### config.mk
export PLATFORM = sky130hd
export DESIGN_NAME = wpp_term
export DESIGN_NICKNAME = d
export VERILOG_FILES = /design/src/rtl/core/wpp_pkg.sv /design/src/rtl/core/wpp_term.sv
export SDC_FILE = /design/constraint.sdc
export NUM_CORES = 2
export LEC_CHECK = 0
export BUFFER_PORTS_ARGS = -buffer_cell sky130_fd_sc_hd__buf_2
export CAP_MARGIN = 20
export CORE_ASPECT_RATIO = 1.1
export CORE_MARGIN = 3
export CORE_UTILIZATION = 67
export DETAILED_ROUTE_END_ITERATION = 6
export PLACE_DENSITY = 0.85
export SLEW_MARGIN = 20
export SYNTH_ARGS = -nofsm -noshare
export SYNTH_HDL_FRONTEND = slang
export SYNTH_SLANG_ARGS = --single-unit
### constraint.sdc
create_clock -name clk -period 8.25 [get_ports clk]
set_clock_uncertainty 0.05 [all_clocks]
set_input_delay 0 -clock clk [delete_from_list [all_inputs] [get_ports clk]]
set_output_delay 0 -clock clk [all_outputs]
set_load 0.01 [all_outputs]
### src/rtl/core/wpp_pkg.sv
package wpp_pkg;

	// field widths
	localparam int POS_W   = 32;
	localparam int GAIN_W  = 32;
	localparam int DUTY_W  = 10;
	localparam int DBAND_W = 16;
	localparam int TERM_W  = 16;
	localparam int FRAC_W  = 24;
	localparam int PROD_W  = 2 * GAIN_W - FRAC_W;
	localparam int CFG_IDX_W = 3;
	localparam int SUM_W   = TERM_W + 2;

	// opcodes
	localparam logic OP_START = 1'b0;
	localparam logic OP_TICK  = 1'b1;

	// register indexes
	localparam logic [CFG_IDX_W-1:0] REG_PROP_GAIN  = 3'd0;
	localparam logic [CFG_IDX_W-1:0] REG_INTEG_GAIN = 3'd1;
	localparam logic [CFG_IDX_W-1:0] REG_DERIV_GAIN = 3'd2;
	localparam logic [CFG_IDX_W-1:0] REG_DUTY_LIMIT = 3'd3;
	localparam logic [CFG_IDX_W-1:0] REG_DEADBAND   = 3'd4;

	// register reset values
	localparam logic [GAIN_W-1:0]  PROP_GAIN_RST  = 32'd1509949440;
	localparam logic [GAIN_W-1:0]  INTEG_GAIN_RST = 32'd168;
	localparam logic [GAIN_W-1:0]  DERIV_GAIN_RST = 32'd150994944;
	localparam logic [DUTY_W-1:0]  DUTY_LIMIT_RST = 10'd1000;
	localparam logic [DBAND_W-1:0] DEADBAND_RST   = 16'd40;

	// sign and magnitude of the three pid operands
	typedef struct packed {
		logic              err_neg;
		logic [POS_W-1:0]  err_mag;
		logic              int_neg;
		logic [POS_W-1:0]  int_mag;
		logic              dif_neg;
		logic [POS_W-1:0]  dif_mag;
		logic              in_band;
	} operands_t;

endpackage

### src/rtl/core/wpp_term.sv
module wpp_term (
	input  logic                               clk,
	input  logic                               en,
	input  logic [wpp_pkg::POS_W-1:0]          mag,
	input  logic                               neg,
	input  logic [wpp_pkg::GAIN_W-1:0]         gain,
	output logic signed [wpp_pkg::TERM_W-1:0]  term_val
);

	localparam int PW = wpp_pkg::PROD_W;
	localparam int TW = wpp_pkg::TERM_W;

	logic [2*wpp_pkg::GAIN_W-1:0] prod_c;
	logic [PW-1:0]                prod_s3;
	logic                         neg_s3;

	assign prod_c = mag * gain;

	always_ff @(posedge clk) begin
		if (en) begin
			prod_s3 <= prod_c[2*wpp_pkg::GAIN_W-1:wpp_pkg::FRAC_W];
			neg_s3  <= neg;
		end
	end

	// truncate toward zero, then saturate to the signed term range
	always_comb begin
		if (neg_s3) begin
			if (prod_s3 > {{(PW-TW){1'b0}}, 1'b1, {(TW-1){1'b0}}}) begin
				term_val = {1'b1, {(TW-1){1'b0}}};
			end else begin
				term_val = $signed(TW'({TW{1'b0}} - prod_s3[TW-1:0]));
			end
		end else begin
			if (prod_s3 > {{(PW-TW+1){1'b0}}, {(TW-1){1'b1}}}) begin
				term_val = {1'b0, {(TW-1){1'b1}}};
			end else begin
				term_val = $signed(prod_s3[TW-1:0]);
			end
		end
	end

endmodule

==> flow_metrics.py <==
metrics = {
    "status": {
        "status": "finished clean",
    },
    "detailed_routing": {
        "post-route-drc-count": 0,
        "vias": 25730,
        "wl_mm": 89.61,
        "drt_iter0_markers": 1511,
        "first_pass_iters": 7,
        "vias_per_cell": 5.915,
        "wl_per_cell_um": 20.60,
        "drtAntennaViolNets": 0,
    },
    "global_route": {
        "grt_pass1_wl_mm": 146.2,
        "grt_max_degree": 42,
        "grt_remaining_overflow": 0,
        "grt_antenna_before_repair": 7,
        "track_usage": 0.3452,
        "grt_pass1_vias": 29040,
    },
    "place": {
        "post-place-cells": 4335,
        "port_buffers": 82,
        "dpl.hpwl_mm": 73.21,
        "gp_congestion": 0.9712,
    },
    "finish": {
        "nNetsFinal": 4906,
        "multi_input_area_mm2": 0.02904,
        "final_layout_size_suffix_gt1_frac": 0.04017,
        "register_area_mm2": 0.001231,
        "layoutNonFillerInstCount": 4349,
        "fill_cells": 3691,
        "area_growth_pct": 2.756,
        "fin_util": 0.7016,
    },
    "setup_path": {
        "startpoint": "gain[11]",
        "worstPathMaxFanout": 32,
        "crit_required_ns": 8.23,
        "crit_type": "primary input to flop",
        "crit_arrival_ns": 7.63,
        "cp-start-kind": "primary input",
        "endpoint_kind": "flop",
        "worstSetupEndpoint": "prod_s3[26]$_DFFE_PP_",
    },
    "sta": {
        "finalHoldViolCount": 0,
        "tightest_slew_ns": 0.9597,
        "rsz0062_at_grt": "false",
        "maxSlewViolCount": 0,
        "slew_headroom": 0.3602,
        "timing.hold.ws_ns": 0.3671,
        "tns_ns": 0,
        "period_share": 0.9266,
        "max_freq_ghz": 0.1308,
        "timing.final.crit_period_ns": 7.645,
        "report.final.setup_viol": 0,
    },
    "clock_network": {
        "cts_setup_buffers": 0,
        "clock-root-buffer": "clkbuf_16",
        "cts_made_buffers": 5,
        "cts.sinks": 41,
        "path_clk_slew_ns": 0.06,
        "h-tree-depth": 2,
        "cts_tree": "yes",
        "clock_path_buffers": 2,
    },
    "floorplan": {
        "die_w_um": 222.2,
        "rows": 86,
        "core_mm2": 0.05047,
        "start_util": 0.6828,
        "die_area_mm2": 0.05419,
        "io_pins": 83,
        "fp.dieH_um": 243.9,
    },
    "yosys": {
        "synth_area_leaders": "fa_1 (52%), and2_1 (10%), inv_1 (9.8%), ha_1 (9.5%), nand2_1 (5.5%)",
        "synth_nets": 4983,
        "ys_seq_area_frac": 0.03573,
        "synth_edf_count": 41,
        "synthCells": 3760,
        "synth_top_area_frac": 0.5200,
        "syn_area_mm2": 0.03446,
        "yosysUniqueCellTypes": 57,
        "async_flop_share": 0,
        "synth_top_flop_cell": "edfxtp_1",
        "yosysTopAreaCell": "fa_1",
        "synth_common_cells": "inv_1 (901), fa_1 (895), and2_1 (569)",
        "yosysMostFrequentCell": "inv_1",
        "syn_avg_cell_area_um2": 9.164,
        "ys_warn_count": 0,
        "yosys_register_bits": 41,
    },
    "hold_path": {
        "min_path_type": "primary input to flop",
    },
    "flow_run": {
        "cap_violations": 0,
    },
}
-- through the flow --
stage               setup WS, ns  cell area, um^2
finish                    0.6055            35410
floorplan                  1.328            34460
detailed placement        0.4183            35240
global route              0.1819            35400
global placement          0.6749            35240
CTS                       0.7200            35400
-- state kept, by name, summed over array words and instances, names as in the netlist --
register  count
prod_s3      40
neg_s3        1
-- kinds of logic after synthesis --
group           after synthesis  synth area share
xor+xnor                     45           0.01144
simple gates               1206            0.1804
buf+inv                    1114            0.1214
fa+ha+maj                  1156            0.6147
compound gates              198           0.03627
flops                        41           0.03573
-- worst min path at each step --
stage / startpoint / to / slack [ns] / cells past startpoint
final: neg / neg_s3$_DFFE_PP_ / 0.37 / 2
after floorplan: neg / neg_s3$_DFFE_PP_ / 0.05 / 0
after global routing: neg / neg_s3$_DFFE_PP_ / 0.39 / 2
after detailed placement: neg / neg_s3$_DFFE_PP_ / 0.13 / 1
after global placement: neg / neg_s3$_DFFE_PP_ / 0.13 / 1
after CTS: neg / neg_s3$_DFFE_PP_ / 0.36 / 2
-- per-layer routing --
| metal | GRT usage | part of all wire |
|---|---|---|
| met5 | 0 | 0 |
| met2 | 0.6111 | 0.52 |
| met1 | 0.3874 | 0.32 |
| met3 | 0.04844 | 0.078 |
| met4 | 0.2347 | 0.087 |
-- cell type report --
type,instances,area share
Timing Repair Buffer,129,0.02163
Antenna cell,5,0.0003534
Tap cell,660,0.02332
Sequential cell,41,0.03477
Inverter,901,0.09552
Clock buffer,5,0.003534
Multi-Input combinational cell,2605,0.8203
Clock inverter,3,0.0006007
-- placed cells by master (no fill, tap or decap), types with 11 or more instances in the layout --
master	count
inv_1	901
fa_1	895
and2_1	569
nand2_1	507
ha_1	261
buf_2	82
a21oi_1	65
buf_4	46
o21ai_0	44
edfxtp_1	41
nor2_1	34
xnor2_1	31
a21o_1	27
nand3_1	16
nand4_1	15
xor2_1	14
nor3_1	13
a31oi_1	11
-- worst max-delay path, stage by stage --
cell and delay [ns]:
buf_2 0.53, nand2_1 0.21, fa_1 0.58, inv_1 0.05, fa_1 0.48, inv_1 0.05, fa_1 0.54, inv_1 0.05
fa_1 0.48, fa_1 0.58, fa_1 0.43, fa_1 0.54, fa_1 0.43, ha_1 0.40, a21o_1 0.24, a2111oi_0 0.50
or2_2 0.22, or3_1 0.16, a31oi_1 0.10, o21ai_0 0.26, a21oi_1 0.21, a2111oi_0 0.44, nor3_1 0.10
-- timing repair --
action | in CTS | in global routing
hold buffers | 1 | 0
resized for setup | 0 | 0
endpoints found under the hold margin | 1 | 0
Power is not shown: default switching activity piles up to over one toggle a cycle in this logic, so the estimate is an artifact.
