### src/rtl/core/wpp_pkg.sv
package wpp_pkg;

	// field widths
	localparam int POS_W   = 32;
	localparam int GAIN_W  = 32;
	localparam int DUTY_W  = 10;
	localparam int DBAND_W = 16;
	localparam int TERM_W  = 16;
	localparam int FRAC_W  = 24;
	localparam int PROD_W  = 2 * GAIN_W - FRAC_W;
	localparam int CFG_IDX_W = 3;
	localparam int SUM_W   = TERM_W + 2;

	// opcodes
	localparam logic OP_START = 1'b0;
	localparam logic OP_TICK  = 1'b1;

	// register indexes
	localparam logic [CFG_IDX_W-1:0] REG_PROP_GAIN  = 3'd0;
	localparam logic [CFG_IDX_W-1:0] REG_INTEG_GAIN = 3'd1;
	localparam logic [CFG_IDX_W-1:0] REG_DERIV_GAIN = 3'd2;
	localparam logic [CFG_IDX_W-1:0] REG_DUTY_LIMIT = 3'd3;
	localparam logic [CFG_IDX_W-1:0] REG_DEADBAND   = 3'd4;

	// register reset values
	localparam logic [GAIN_W-1:0]  PROP_GAIN_RST  = 32'd1509949440;
	localparam logic [GAIN_W-1:0]  INTEG_GAIN_RST = 32'd168;
	localparam logic [GAIN_W-1:0]  DERIV_GAIN_RST = 32'd150994944;
	localparam logic [DUTY_W-1:0]  DUTY_LIMIT_RST = 10'd1000;
	localparam logic [DBAND_W-1:0] DEADBAND_RST   = 16'd40;

	// sign and magnitude of the three pid operands
	typedef struct packed {
		logic              err_neg;
		logic [POS_W-1:0]  err_mag;
		logic              int_neg;
		logic [POS_W-1:0]  int_mag;
		logic              dif_neg;
		logic [POS_W-1:0]  dif_mag;
		logic              in_band;
	} operands_t;

endpackage

### src/rtl/core/wpp_error.sv
module wpp_error (
	input  logic                          clk,
	input  logic                          arst_n,
	input  logic                          en,
	input  logic                          opcode,
	input  logic [wpp_pkg::POS_W-1:0]     target_position,
	input  logic [wpp_pkg::POS_W-1:0]     measured_position,
	input  logic [wpp_pkg::DBAND_W-1:0]   deadband,
	output wpp_pkg::operands_t            ops
);

	localparam int W = wpp_pkg::POS_W;

	logic [W-1:0] integral_q;
	logic [W-1:0] prev_q;
	logic [W:0]   err_wide;
	logic [W-1:0] err_sat;
	logic [W:0]   int_wide;
	logic [W-1:0] int_sat;
	logic [W:0]   dif_wide;

	function automatic logic [W-1:0] sat_narrow(input logic [W:0] v);
		logic [W-1:0] r;
		if (v[W] != v[W-1]) begin
			r = v[W] ? {1'b1, {(W-1){1'b0}}} : {1'b0, {(W-1){1'b1}}};
		end else begin
			r = v[W-1:0];
		end
		return r;
	endfunction

	function automatic logic [W-1:0] magnitude(input logic [W:0] v);
		logic [W:0] n;
		n = v[W] ? (~v + {{W{1'b0}}, 1'b1}) : v;
		return n[W-1:0];
	endfunction

	always_comb begin
		err_wide = {target_position[W-1], target_position}
			- {measured_position[W-1], measured_position};
		err_sat  = sat_narrow(err_wide);
		int_wide = {integral_q[W-1], integral_q} + {err_sat[W-1], err_sat};
		int_sat  = sat_narrow(int_wide);
		dif_wide = {err_sat[W-1], err_sat} - {prev_q[W-1], prev_q};

		ops.err_neg = err_sat[W-1];
		ops.err_mag = magnitude({err_sat[W-1], err_sat});
		ops.int_neg = int_sat[W-1];
		ops.int_mag = magnitude({int_sat[W-1], int_sat});
		ops.dif_neg = dif_wide[W];
		ops.dif_mag = magnitude(dif_wide);
		ops.in_band = ops.err_mag < {{(W-wpp_pkg::DBAND_W){1'b0}}, deadband};
	end

	// history advances once per word leaving the first stage
	always_ff @(posedge clk or negedge arst_n) begin
		if (!arst_n) begin
			integral_q <= '0;
			prev_q     <= '0;
		end else if (en) begin
			if (opcode == wpp_pkg::OP_START) begin
				integral_q <= '0;
				prev_q     <= '0;
			end else begin
				integral_q <= int_sat;
				prev_q     <= err_sat;
			end
		end
	end

endmodule

### config.mk
export PLATFORM = sky130hd
export DESIGN_NAME = wpp_error
export DESIGN_NICKNAME = d
export VERILOG_FILES = /design/src/rtl/core/wpp_pkg.sv /design/src/rtl/core/wpp_error.sv
export SDC_FILE = /design/constraint.sdc
export NUM_CORES = 1
export LEC_CHECK = 0
export BUFFER_PORTS_ARGS = -buffer_cell sky130_fd_sc_hd__buf_2
export CORE_MARGIN = 4
export CORE_UTILIZATION = 40
export DETAILED_ROUTE_END_ITERATION = 8
export PLACE_DENSITY = 0.62
export SLEW_MARGIN = 20
export SYNTH_ARGS = -nofsm -noshare
export SYNTH_HDL_FRONTEND = slang
export SYNTH_SLANG_ARGS = --single-unit
### constraint.sdc
create_clock -name clk -period 11.1 [get_ports clk]
set_input_delay 1.11 -clock clk [delete_from_list [all_inputs] [get_ports clk]]
set_output_delay 1.11 -clock clk [all_outputs]
set_load 0.03 [all_outputs]
==> out/results.txt, run 1 <==
Outcome: finished, final reports clean
Clk buf depth: 2
Max Clk Rate: 94.3 MHz
GRT busiest layer: met2
Die height: 177 um
Largest delay contributor family on the critical path: compound AO/OA/AOI/OAI gates
Detailed Place HPWL: 33.2 mm
Met1 GRT Util: 36.3%
Max cap viols: 0
Vias in the first global route: 11.7k
DRC Markers: 0
CTS sink cnt: 64
Total CTS buffers: 9
Post-DP Area: 13100 um2
Row cnt: 61
Iteration-0 DRC Markers: 1102
Die Span X: 177 um
GR Util met3: 2.90%
Predominant post-synthesis flop cell: dfrtp_1
CP max stage delay: 0.45 ns
Setup-failing EPs final: 0
Register Area: 1600 um2
Relative slew margins: 25.8%
Worst reg2reg path endpoint: integral_q[13]
Netlist cell types: 92
Pin count of the biggest net entering global routing: 65
WP data arrival: 9.49 ns
Yosys warnings: 0
IO Port Bufs: 183
Worst Path Class, Setup: in2out
N_diodes: 0
Post-layout nets: 1974
Worst-skew pair later-pin latency: 0.35 ns
Top Ports: 184
Root buf cell: clkbuf_16
Filler instances: 2841
Fin crit share: 95.5%
Largest cells by area after synthesis: dfrtp_1 (14%), ha_1 (13%), xnor2_1 (5.7%)
CTS tree: done
Area Growth Syn to Fin: 18.9%
Design area: 13600 um2
Drt pass-1 iters: 5
Max Slew Vio Count: 0
Slowest stage cell, crit path: maj3_1
Commonest non-fill, non-tap cell in the layout: buf_2
# hold bufs at CTS: 0
Final hold violations: 0
M2 GR Usage: 39.6%
Via total after detailed routing: 12.6k
Top cell type's share of synthesized area: 14.0%
Avg WL per Cell: 18.9 um
Worst hold path depth: 2
Most frequent cells in the layout: buf_2 (183), nand2_1 (150), inv_1 (138), nor2_1 (113), ha_1 (111)
Final ANT Viol Nets: 0
DIE AREA: 31400 um2
Hold Crit Class: reg2reg
Asr flop ratio synth: 100%
Reg2reg start: integral_q[0]
Hold Startpoint: prev_q[8]
CP required: 9.99 ns
Largest fanout on the critical path: 19
Vias/cell: 5.86
Leading area contributor after synthesis: dfrtp_1
Synth Instances: 1584
Core ar.: 28000 um2
H-tree levels: 3
Startpoint Class: input pin
Min Tclk post-route: 10.60 ns
Hold Path Sink: prev_q[8]
Clock skew: 0.0117 ns
Post-synth EDFFs: 0
CP Capture Type: output pin
Share of layout cells above drive strength 1: 18.5%
Initial antenna violation count: 0
Synth Area per Inst: 7.24 um2
#FFs+latches synth: 64
All-layer global routing usage: 25.1%
Multi-input combinational cell area: 9330 um2
Reg2reg setup slack: 6.39 ns
CP bufs+invs: 7
GRT overflow: 0
Clk slew on worst S/H paths: 0.06 ns
Sequential fraction of the synthesis area: 14.0%
Setup TNS: 0 ns
Syn_nets: 1787
RePlAce Congestion: 0.951
Worst reg2reg path depth: 18
Initial Utilization: 40.9%
Worst-Margin Slew: 1.11 ns
First-pass GRT wire length: 63.9 mm
Final WL: 40.7 mm
Mapped Area: 11500 um2
metal layers:
| metal | up-vias | share of wire (%) |
|---|---|---|
| li1 | 6231 | - |
| met1 | 5871 | 47 |
| met2 | 471 | 44 |
| met3 | 59 | 6.2 |
| met4 | 0 | 2.6 |
| met5 | - | 0 |
logic make-up after synthesis:
group / count (synthesis) / synth area share [%]
compound gates: 537 / 32.5
xor+xnor: 127 / 9.70
flops: 64 / 14.0
mux: 16 / 1.44
buf+inv: 207 / 6.82
fa+ha+maj: 120 / 13.3
simple gates: 513 / 22.3
worst max path at each step:
stage                         startpoint      end  slack, ns  cells after the start
floorplan           measured_position[3]  ops[64]        0.1                     44
global placement      target_position[6]  ops[64]       0.24                     40
detailed placement   target_position[12]  ops[64]       0.12                     40
CTS                  target_position[12]  ops[64]       0.07                     40
global route        measured_position[6]  ops[64]     -0.006                     40
finish                target_position[6]  ops[64]       0.50                     39
layout make-up:
class	count	share of cell area (%)
clock inverter	6	0.679
inverter	143	3.95
clock buffer	10	1.75
tap	378	3.47
timing repair buffer	240	9.97
sequential	64	11.7
multi-input combinational	1313	68.4
Yosys cell counts (all sizes together) (6+ instances only):
master and number:
nor2 116, and2 20, ha 116, xnor2 74, o211ai 19, mux2i 12
clkbuf 59, nor3b 8, o31a 7, o21a 21, o31ai 14, o22ai 30
or2 12, nor2b 20, a211oi 20, o2bb2ai 22, a21o 61, inv 143
xor2 53, nor4b 10, a21boi 8, o21ai 91, dfrtp 64, a22o 11
nor4 10, a21oi 95, a31o 8, or4 7, o2111ai 6, o21bai 13
nand2b 12, a31oi 28, nand4 15, o211a 6, nor3 43, a211o 17
a2111oi 7, a41oi 9, nand3 34, nand2 153, nand3b 8, or3 11
and3 20
what timing repair did:
item,in CTS,in global routing
setup endpoints to repair,0,25
resized for setup,0,37
setup buffers,0,5
sequential cells by signal, indices dropped and copies added, names as in the netlist:
register,flops
integral_q,32
prev_q,32
through the flow:
step / std cells / utilization (%) / hold WS (ns) / worst slack [ns]
finish: 2154 / 48.7 / 0.491 / 0.501
global route: 2154 / 48.7 / 0.514 / -0.00596
floorplan: 1584 / - / 0.449 / 0.0964
global placement: 2133 / 46.8 / 0.464 / 0.236
CTS: 2149 / 48.0 / 0.487 / 0.0722
detailed placement: 2133 / 46.8 / 0.473 / 0.122
worst reg2reg max path: stages, from the launching register on:
cell       delay (ns)
dfrtp_1          0.35
ha_1             0.17
inv_1            0.06
fa_1             0.40
nor2b_1          0.14
o21a_1           0.15
o21ai_1          0.08
a2111oi_1        0.34
buf_4            0.21
o31ai_1          0.13
o32ai_2          0.38
nor2_2           0.10
maj3_1           0.45
ha_4             0.30
buf_6            0.17
buf_4            0.22
nor2_1           0.55
a21oi_1          0.23
o2bb2ai_1        0.20
Power of run 1 is left out: the tool's default activity adds up to more than one toggle a clock period on the data nets, which glitch-free logic cannot reach.
==> run 2: changes to the inputs <==
--- a/config.mk
+++ b/config.mk
@@ -5,11 +5,12 @@
 export SDC_FILE = /design/constraint.sdc
 export NUM_CORES = 1
 export LEC_CHECK = 0
+export ABC_AREA = 1
 export BUFFER_PORTS_ARGS = -buffer_cell sky130_fd_sc_hd__buf_2
 export CORE_MARGIN = 4
-export CORE_UTILIZATION = 40
+export CORE_UTILIZATION = 45
 export DETAILED_ROUTE_END_ITERATION = 8
-export PLACE_DENSITY = 0.62
+export PLACE_DENSITY = 0.68
 export SLEW_MARGIN = 20
 export SYNTH_ARGS = -nofsm -noshare
 export SYNTH_HDL_FRONTEND = slang
==> run 2 against run 1 <==
Compared with the run above: die area rose by 1.7%; synthesized cell count rose by 48%; clock-buffer cell count rose by 1; fmax barely moved; critical path depth rose by 4; cell area rose by 8.2%; cell count rose by 35%; worst hold slack improved by 0.046 ns; global-route usage rose by 5.4 points; register-to-register slack improved by 0.43 ns; first-iteration DRC count rose by 31%; sequential share of layout area fell by 0.89 points; critical endpoint is now ops[56]; largest cell class unchanged.
==> out/results.txt, run 2 <==
Outcome: finished, final reports clean
Pin count of the biggest net entering global routing: 68 (+4.6%)
H-tree levels: 3 (unchanged)
Reg2reg setup slack: 6.82 ns (+0.43 ns)
Share of layout cells above drive strength 1: 12.8% (-5.7 points)
# hold bufs at CTS: 0 (unchanged)
First-pass GRT wire length: 77.2 mm (+21%)
Filler instances: 3175 (+12%)
Clock skew: 0.0195 ns (+0.00779 ns)
Total CTS buffers: 9 (unchanged)
Unrepaired setup endpoints after global routing: false
Avg WL per Cell: 17.2 um (-9.0%)
DRC Markers: 0 (unchanged)
Max cap viols: 0 (unchanged)
CP max stage delay: 0.82 ns (+0.37 ns)
Startpoint Class: input pin
Min Tclk post-route: 10.61 ns (+0.00740 ns)
DIE AREA: 32000 um2 (+1.7%)
Commonest cells post-synth: nand2_1 (705), inv_1 (456), nor2_1 (211)
Fin crit share: 95.6% (about the same)
Vias/cell: 5.35 (-8.7%)
Predominant post-synthesis flop cell: dfrtp_1
Root buf cell: clkbuf_16
Register Area: 1600 um2 (unchanged)
CP Capture Type: output pin
Netlist cell types: 55 (-40%)
Syn_nets: 2550 (+43%)
Top Ports: 184 (unchanged)
Detailed Place HPWL: 42.7 mm (+29%)
Setup TNS: 0 ns (unchanged)
Relative slew margins: 29.7% (+3.9 points)
Most frequent cells in the layout: nand2_1 (703), inv_1 (455), nor2_1 (211), buf_2 (183), nand3_1 (166)
Most common cell in the netlist: nand2_1
Final hold violations: 0 (unchanged)
Die height: 179 um (+0.82%)
Placed Instances: 2884 (+35%)
Largest fanout on the critical path: 20 (+1)
Worst Path Class, Setup: in2out
Worst-skew pair later-pin latency: 0.35 ns (about the same)
Final ANT Viol Nets: 0 (unchanged)
Largest registers: integral_q x32, prev_q x32
Vias in the first global route: 14.3k (+22%)
Synth Area per Inst: 5.59 um2 (-23%)
Multi-input combinational cell area: 9550 um2 (+2.3%)
Iteration-0 DRC Markers: 1449 (+31%)
Post-DP Area: 14400 um2 (+9.7%)
Max Slew Vio Count: 0 (unchanged)
N_diodes: 0 (unchanged)
#FFs+latches synth: 64 (unchanged)
Asr flop ratio synth: 100% (unchanged)
Hold Crit Class: reg2reg
Max Clk Rate: 94.3 MHz (about the same)
GRT overflow: 0 (unchanged)
Commonest non-fill, non-tap cell in the layout: nand2_1
WP data arrival: 9.50 ns (about the same)
M2 GR Usage: 50.7% (+11 points)
Largest cells by area after synthesis: nand2_1 (20%), inv_1 (13%), dfrtp_1 (12%)
Leading area contributor after synthesis: nand2_1
Via total after detailed routing: 15.5k (+23%)
CP dominant cell by count: nand2_1
Yosys warnings: 0 (unchanged)
Setup-failing EPs final: 0 (unchanged)
Die Span X: 179 um (+0.82%)
Non-Filler Instances: 2903 (+35%)
Final WL: 49.9 mm (+23%)
Sequential fraction of the synthesis area: 12.2% (-1.8 points)
Clk buf depth: 2 (unchanged)
IO Port Bufs: 183 (unchanged)
All-layer global routing usage: 30.5% (+5.4 points)
Initial Utilization: 45.7% (+4.8 points)
Synth Instances: 2347 (+48%)
Initial antenna violation count: 0 (unchanged)
GR Util met3: 2.70% (-0.20 points)
Design area: 14800 um2 (+8.2%)
GRT busiest layer: met2
Top cell type's share of synthesized area: 20.2% (+6.2 points)
Post-synth EDFFs: 0 (unchanged)
Area Growth Syn to Fin: 12.5%
Drt pass-1 iters: 6 (+1)
Worst reg2reg path depth: 18 (unchanged)
CTS sink cnt: 64 (unchanged)
CTS tree: done
Slowest stage cell, crit path: nor4_1
CP required: 9.99 ns (about the same)
Worst-Margin Slew: 1.05 ns (-0.0652 ns)
Post-layout nets: 2717 (+38%)
Worst hold path depth: 2 (unchanged)
Clk slew on worst S/H paths: 0.07 ns (about the same)
Row cnt: 62 (+1.6%)
Core ar.: 28700 um2 (+2.5%)
WHS: 0.537 ns (+0.0461 ns)
Mapped Area: 13100 um2 (+14%)
RePlAce Congestion: 1.02 (+6.9%)
Met1 GRT Util: 41.9% (+5.6 points)
-- run 2: cell count changes in the layout (fill, tap and decap cells not counted), moves of 22 or more --
cell       before  now
nand2_2         3   32
nand2_1       150  703
buf_4          55   10
xnor2_1        70   24
o2bb2ai_1      22    0
nor2_1        113  211
a31oi_1        28    3
nand3_1        33  166
nand4_1        15   37
inv_1         138  455
o22ai_1        29   63
a21o_1         61   13
-- run 2: cells by family after synthesis --
| family | after synthesis | share of synthesized area [%] |
|---|---|---|
| AND/OR/NAND/NOR | 1224 | 40.0 |
| buffers and inverters | 516 | 15.2 |
| AO/OA/AOI/OAI | 336 | 15.2 |
| adder cells (fa/ha/maj) | 119 | 11.5 |
| XOR/XNOR | 88 | 5.87 |
| flip-flops | 64 | 12.2 |
-- run 2: worst max-delay path, delay by kind of cell --
kind,cells,cell delay [ns]
xor gates and xnor gates,1,0.22
AOI/OAI and AO/OA,2,0.54
adders and majority gates,5,1.90
and+or+nand+nor,24,3.94
buffers and inverters,11,1.74
-- run 2: what timing repair did --
action,in CTS,in global routing
buffers inserted,0,2
setup endpoints to repair,0,30
gates resized for setup,0,5
-- run 2: path summary, 6_finish.rpt --
| check | start | endpoint |
|---|---|---|
| worst max-delay path | target_position[2] | ops[56] |
| worst min-delay path | prev_q[0] | prev_q[0] |
| worst max register to register | integral_q[2] | integral_q[24] |
| worst min register to register | prev_q[0] | prev_q[0] |
| max in group asynchronous | arst_n | prev_q[16] |
| min in group asynchronous | arst_n | integral_q[7] |
-- run 2: through the flow --
step	worst slack [ns]	util, %
2_1_floorplan	2.48	-
3_3_place_gp	0.413	50.1
3_5_place_dp	0.275	50.1
4_1_cts	0.224	51.3
5_1_grt	0.0150	51.4
6_report	0.493	51.4
-- run 2: cell type report --
| cell class | instances | area share [%] |
|---|---|---|
| flip-flops and latches | 64 | 10.8 |
| repair buffers | 193 | 6.71 |
| clock buffers | 11 | 1.71 |
| multi-input cells | 1768 | 64.7 |
| well taps | 384 | 3.25 |
| clock inverters | 5 | 0.585 |
| inverters | 478 | 12.2 |
-- run 2: layer usage --
metal  routed length, um  vias to the layer above
li1                    -                     7803
met1               22600                     7111
met2               22600                      542
met3                3020                       79
met4                1650                        0
met5                   0                        -
Power of run 2 is left out for the same reason.
==> run 3: changes to the inputs <==
--- a/config.mk
+++ b/config.mk
@@ -9,6 +9,7 @@
 export BUFFER_PORTS_ARGS = -buffer_cell sky130_fd_sc_hd__buf_2
 export CORE_MARGIN = 4
 export CORE_UTILIZATION = 45
+export CTS_BUF_LIST = sky130_fd_sc_hd__clkbuf_4
 export DETAILED_ROUTE_END_ITERATION = 8
 export PLACE_DENSITY = 0.68
 export SLEW_MARGIN = 20
==> run 3 against run 2 <==
Compared with the run above: clock skew rose by 0.029 ns; largest cell class unchanged; critical endpoint unchanged; utilization fell by 0.61 points; worst hold slack improved by 0.0080 ns.
==> out/results.txt, run 3 (synthesized netlist as in run 2, its figures left out) <==
Worst Path Class, Setup: in2out
Initial Utilization: 45.7% (unchanged)
Initial antenna violation count: 1 (+1)
First-pass GRT wire length: 77.0 mm (-0.25%)
Most frequent cells in the layout: nand2_1 (703), inv_1 (455), nor2_1 (211), buf_2 (183), nand3_1 (166)
Final hold violations: 0 (unchanged)
Min Tclk post-route: 10.63 ns (+0.0215 ns)
CTS tree: done
Post-DP Area: 14400 um2 (unchanged)
Top Ports: 184 (unchanged)
Post-layout nets: 2717 (unchanged)
Row cnt: 62 (unchanged)
Max Slew Vio Count: 0 (unchanged)
Worst-Margin Slew: 1.04 ns (-0.0107 ns)
Via total after detailed routing: 15.5k (-0.32%)
RePlAce Congestion: 1.02 (unchanged)
Clk buf depth: 2 (unchanged)
Max cap viols: 0 (unchanged)
Total CTS buffers: 9 (unchanged)
WP data arrival: 9.52 ns (+0.02 ns)
CP required: 9.99 ns (about the same)
Setup-failing EPs final: 0 (unchanged)
GRT overflow: 0 (unchanged)
Root buf cell: clkbuf_4
Slowest stage cell, crit path: nor4_1
Worst-skew pair later-pin latency: 0.47 ns (+0.12 ns)
CTS sink cnt: 64 (unchanged)
Die Span X: 179 um (unchanged)
Final WL: 49.9 mm (about the same)
Fin crit share: 95.8% (+0.19 points)
Detailed Place HPWL: 42.7 mm (unchanged)
Clk slew on worst S/H paths: 0.11 ns (+0.04 ns)
Largest registers: integral_q x32, prev_q x32
Outcome: finished, final reports clean
Max Clk Rate: 94.1 MHz (-0.20%)
Final ANT Viol Nets: 0 (unchanged)
H-tree levels: 3 (unchanged)
# hold bufs at CTS: 0 (unchanged)
CP Capture Type: output pin
CP dominant cell by count: nand2_1
IO Port Bufs: 183 (unchanged)
Vias in the first global route: 14.3k (-0.056%)
All-layer global routing usage: 30.4% (-0.061 points)
Design area: 14600 um2 (-1.2%)
Vias/cell: 5.33 (-0.35%)
Share of layout cells above drive strength 1: 12.7% (-0.079 points)
WHS: 0.545 ns (+0.00796 ns)
Filler instances: 3199 (+0.76%)
Clock skew: 0.0490 ns (+0.0295 ns)
Setup WS post-layout: 0.472 ns (-0.0215 ns)
Core ar.: 28700 um2 (unchanged)
Drt pass-1 iters: 6 (unchanged)
Avg WL per Cell: 17.2 um (about the same)
CP max stage delay: 0.83 ns (about the same)
DRC Markers: 0 (unchanged)
Die height: 179 um (unchanged)
Hold Crit Class: reg2reg
Relative slew margins: 30.5% (+0.72 points)
Startpoint Class: input pin
Area Growth Syn to Fin: 11.2%
Largest fanout on the critical path: 20 (unchanged)
Unrepaired setup endpoints after global routing: false
Iteration-0 DRC Markers: 1276 (-12%)
Setup TNS: 0 ns (unchanged)
DIE AREA: 32000 um2 (unchanged)
Pin count of the biggest net entering global routing: 68 (unchanged)
Commonest non-fill, non-tap cell in the layout: nand2_1
DP Worst Slack: 0.275 ns (unchanged)
[run 3: routing by layer]
metal / global-route usage, % / share of wire [%]
met3: 2.93 / 5.7
met5: 0 / 0
met1: 41.7 / 46
met2: 50.5 / 46
met4: 9.50 / 3.2
[run 3: path summary, 6_finish.rpt]
check                                      from        endpoint  slack (ns)  cells after the start
max in group asynchronous                arst_n      prev_q[16]        9.64                      2
min                              integral_q[14]  integral_q[14]        0.55                      2
max                        measured_position[2]         ops[56]        0.47                     44
min in group asynchronous                arst_n   integral_q[7]        0.80                      2
min reg2reg                      integral_q[14]  integral_q[14]        0.55                      2
max reg2reg                      integral_q[27]  integral_q[24]        6.89                     14
[run 3: cell type report]
cell class	instances	area [um2]	share of cell area [%]
Tap cell	384	480	3.29
Timing Repair Buffer	193	991	6.79
Antenna cell	1	2.50	0.0172
Clock inverter	7	93.8	0.643
Sequential cell	64	1600	11.0
Multi-Input combinational cell	1768	9550	65.5
Clock buffer	9	67.6	0.463
Inverter	478	1800	12.3
[run 3: repair_timing]
| action | CTS | global route |
|---|---|---|
| endpoints found under the setup margin | 0 | 30 |
| gates resized for setup | 0 | 5 |
| buffers inserted | 0 | 2 |
[run 3: metrics by stage]
stage | instances | util, %
floorplan | 2347 | -
global route | 2904 | 50.8
detailed placement | 2884 | 50.1
global placement | 2884 | 50.1
CTS | 2900 | 50.6
finish | 2904 | 50.8
[run 3: worst max-delay path, delay by kind of cell]
family	cells	cell delay (ns)
AOI/OAI and AO/OA	2	0.56
xor gates and xnor gates	1	0.22
adders and majority gates	5	1.94
buffers and inverters	12	1.74
and+or+nand+nor	24	3.92
Power of run 3 is left out for the same reason.
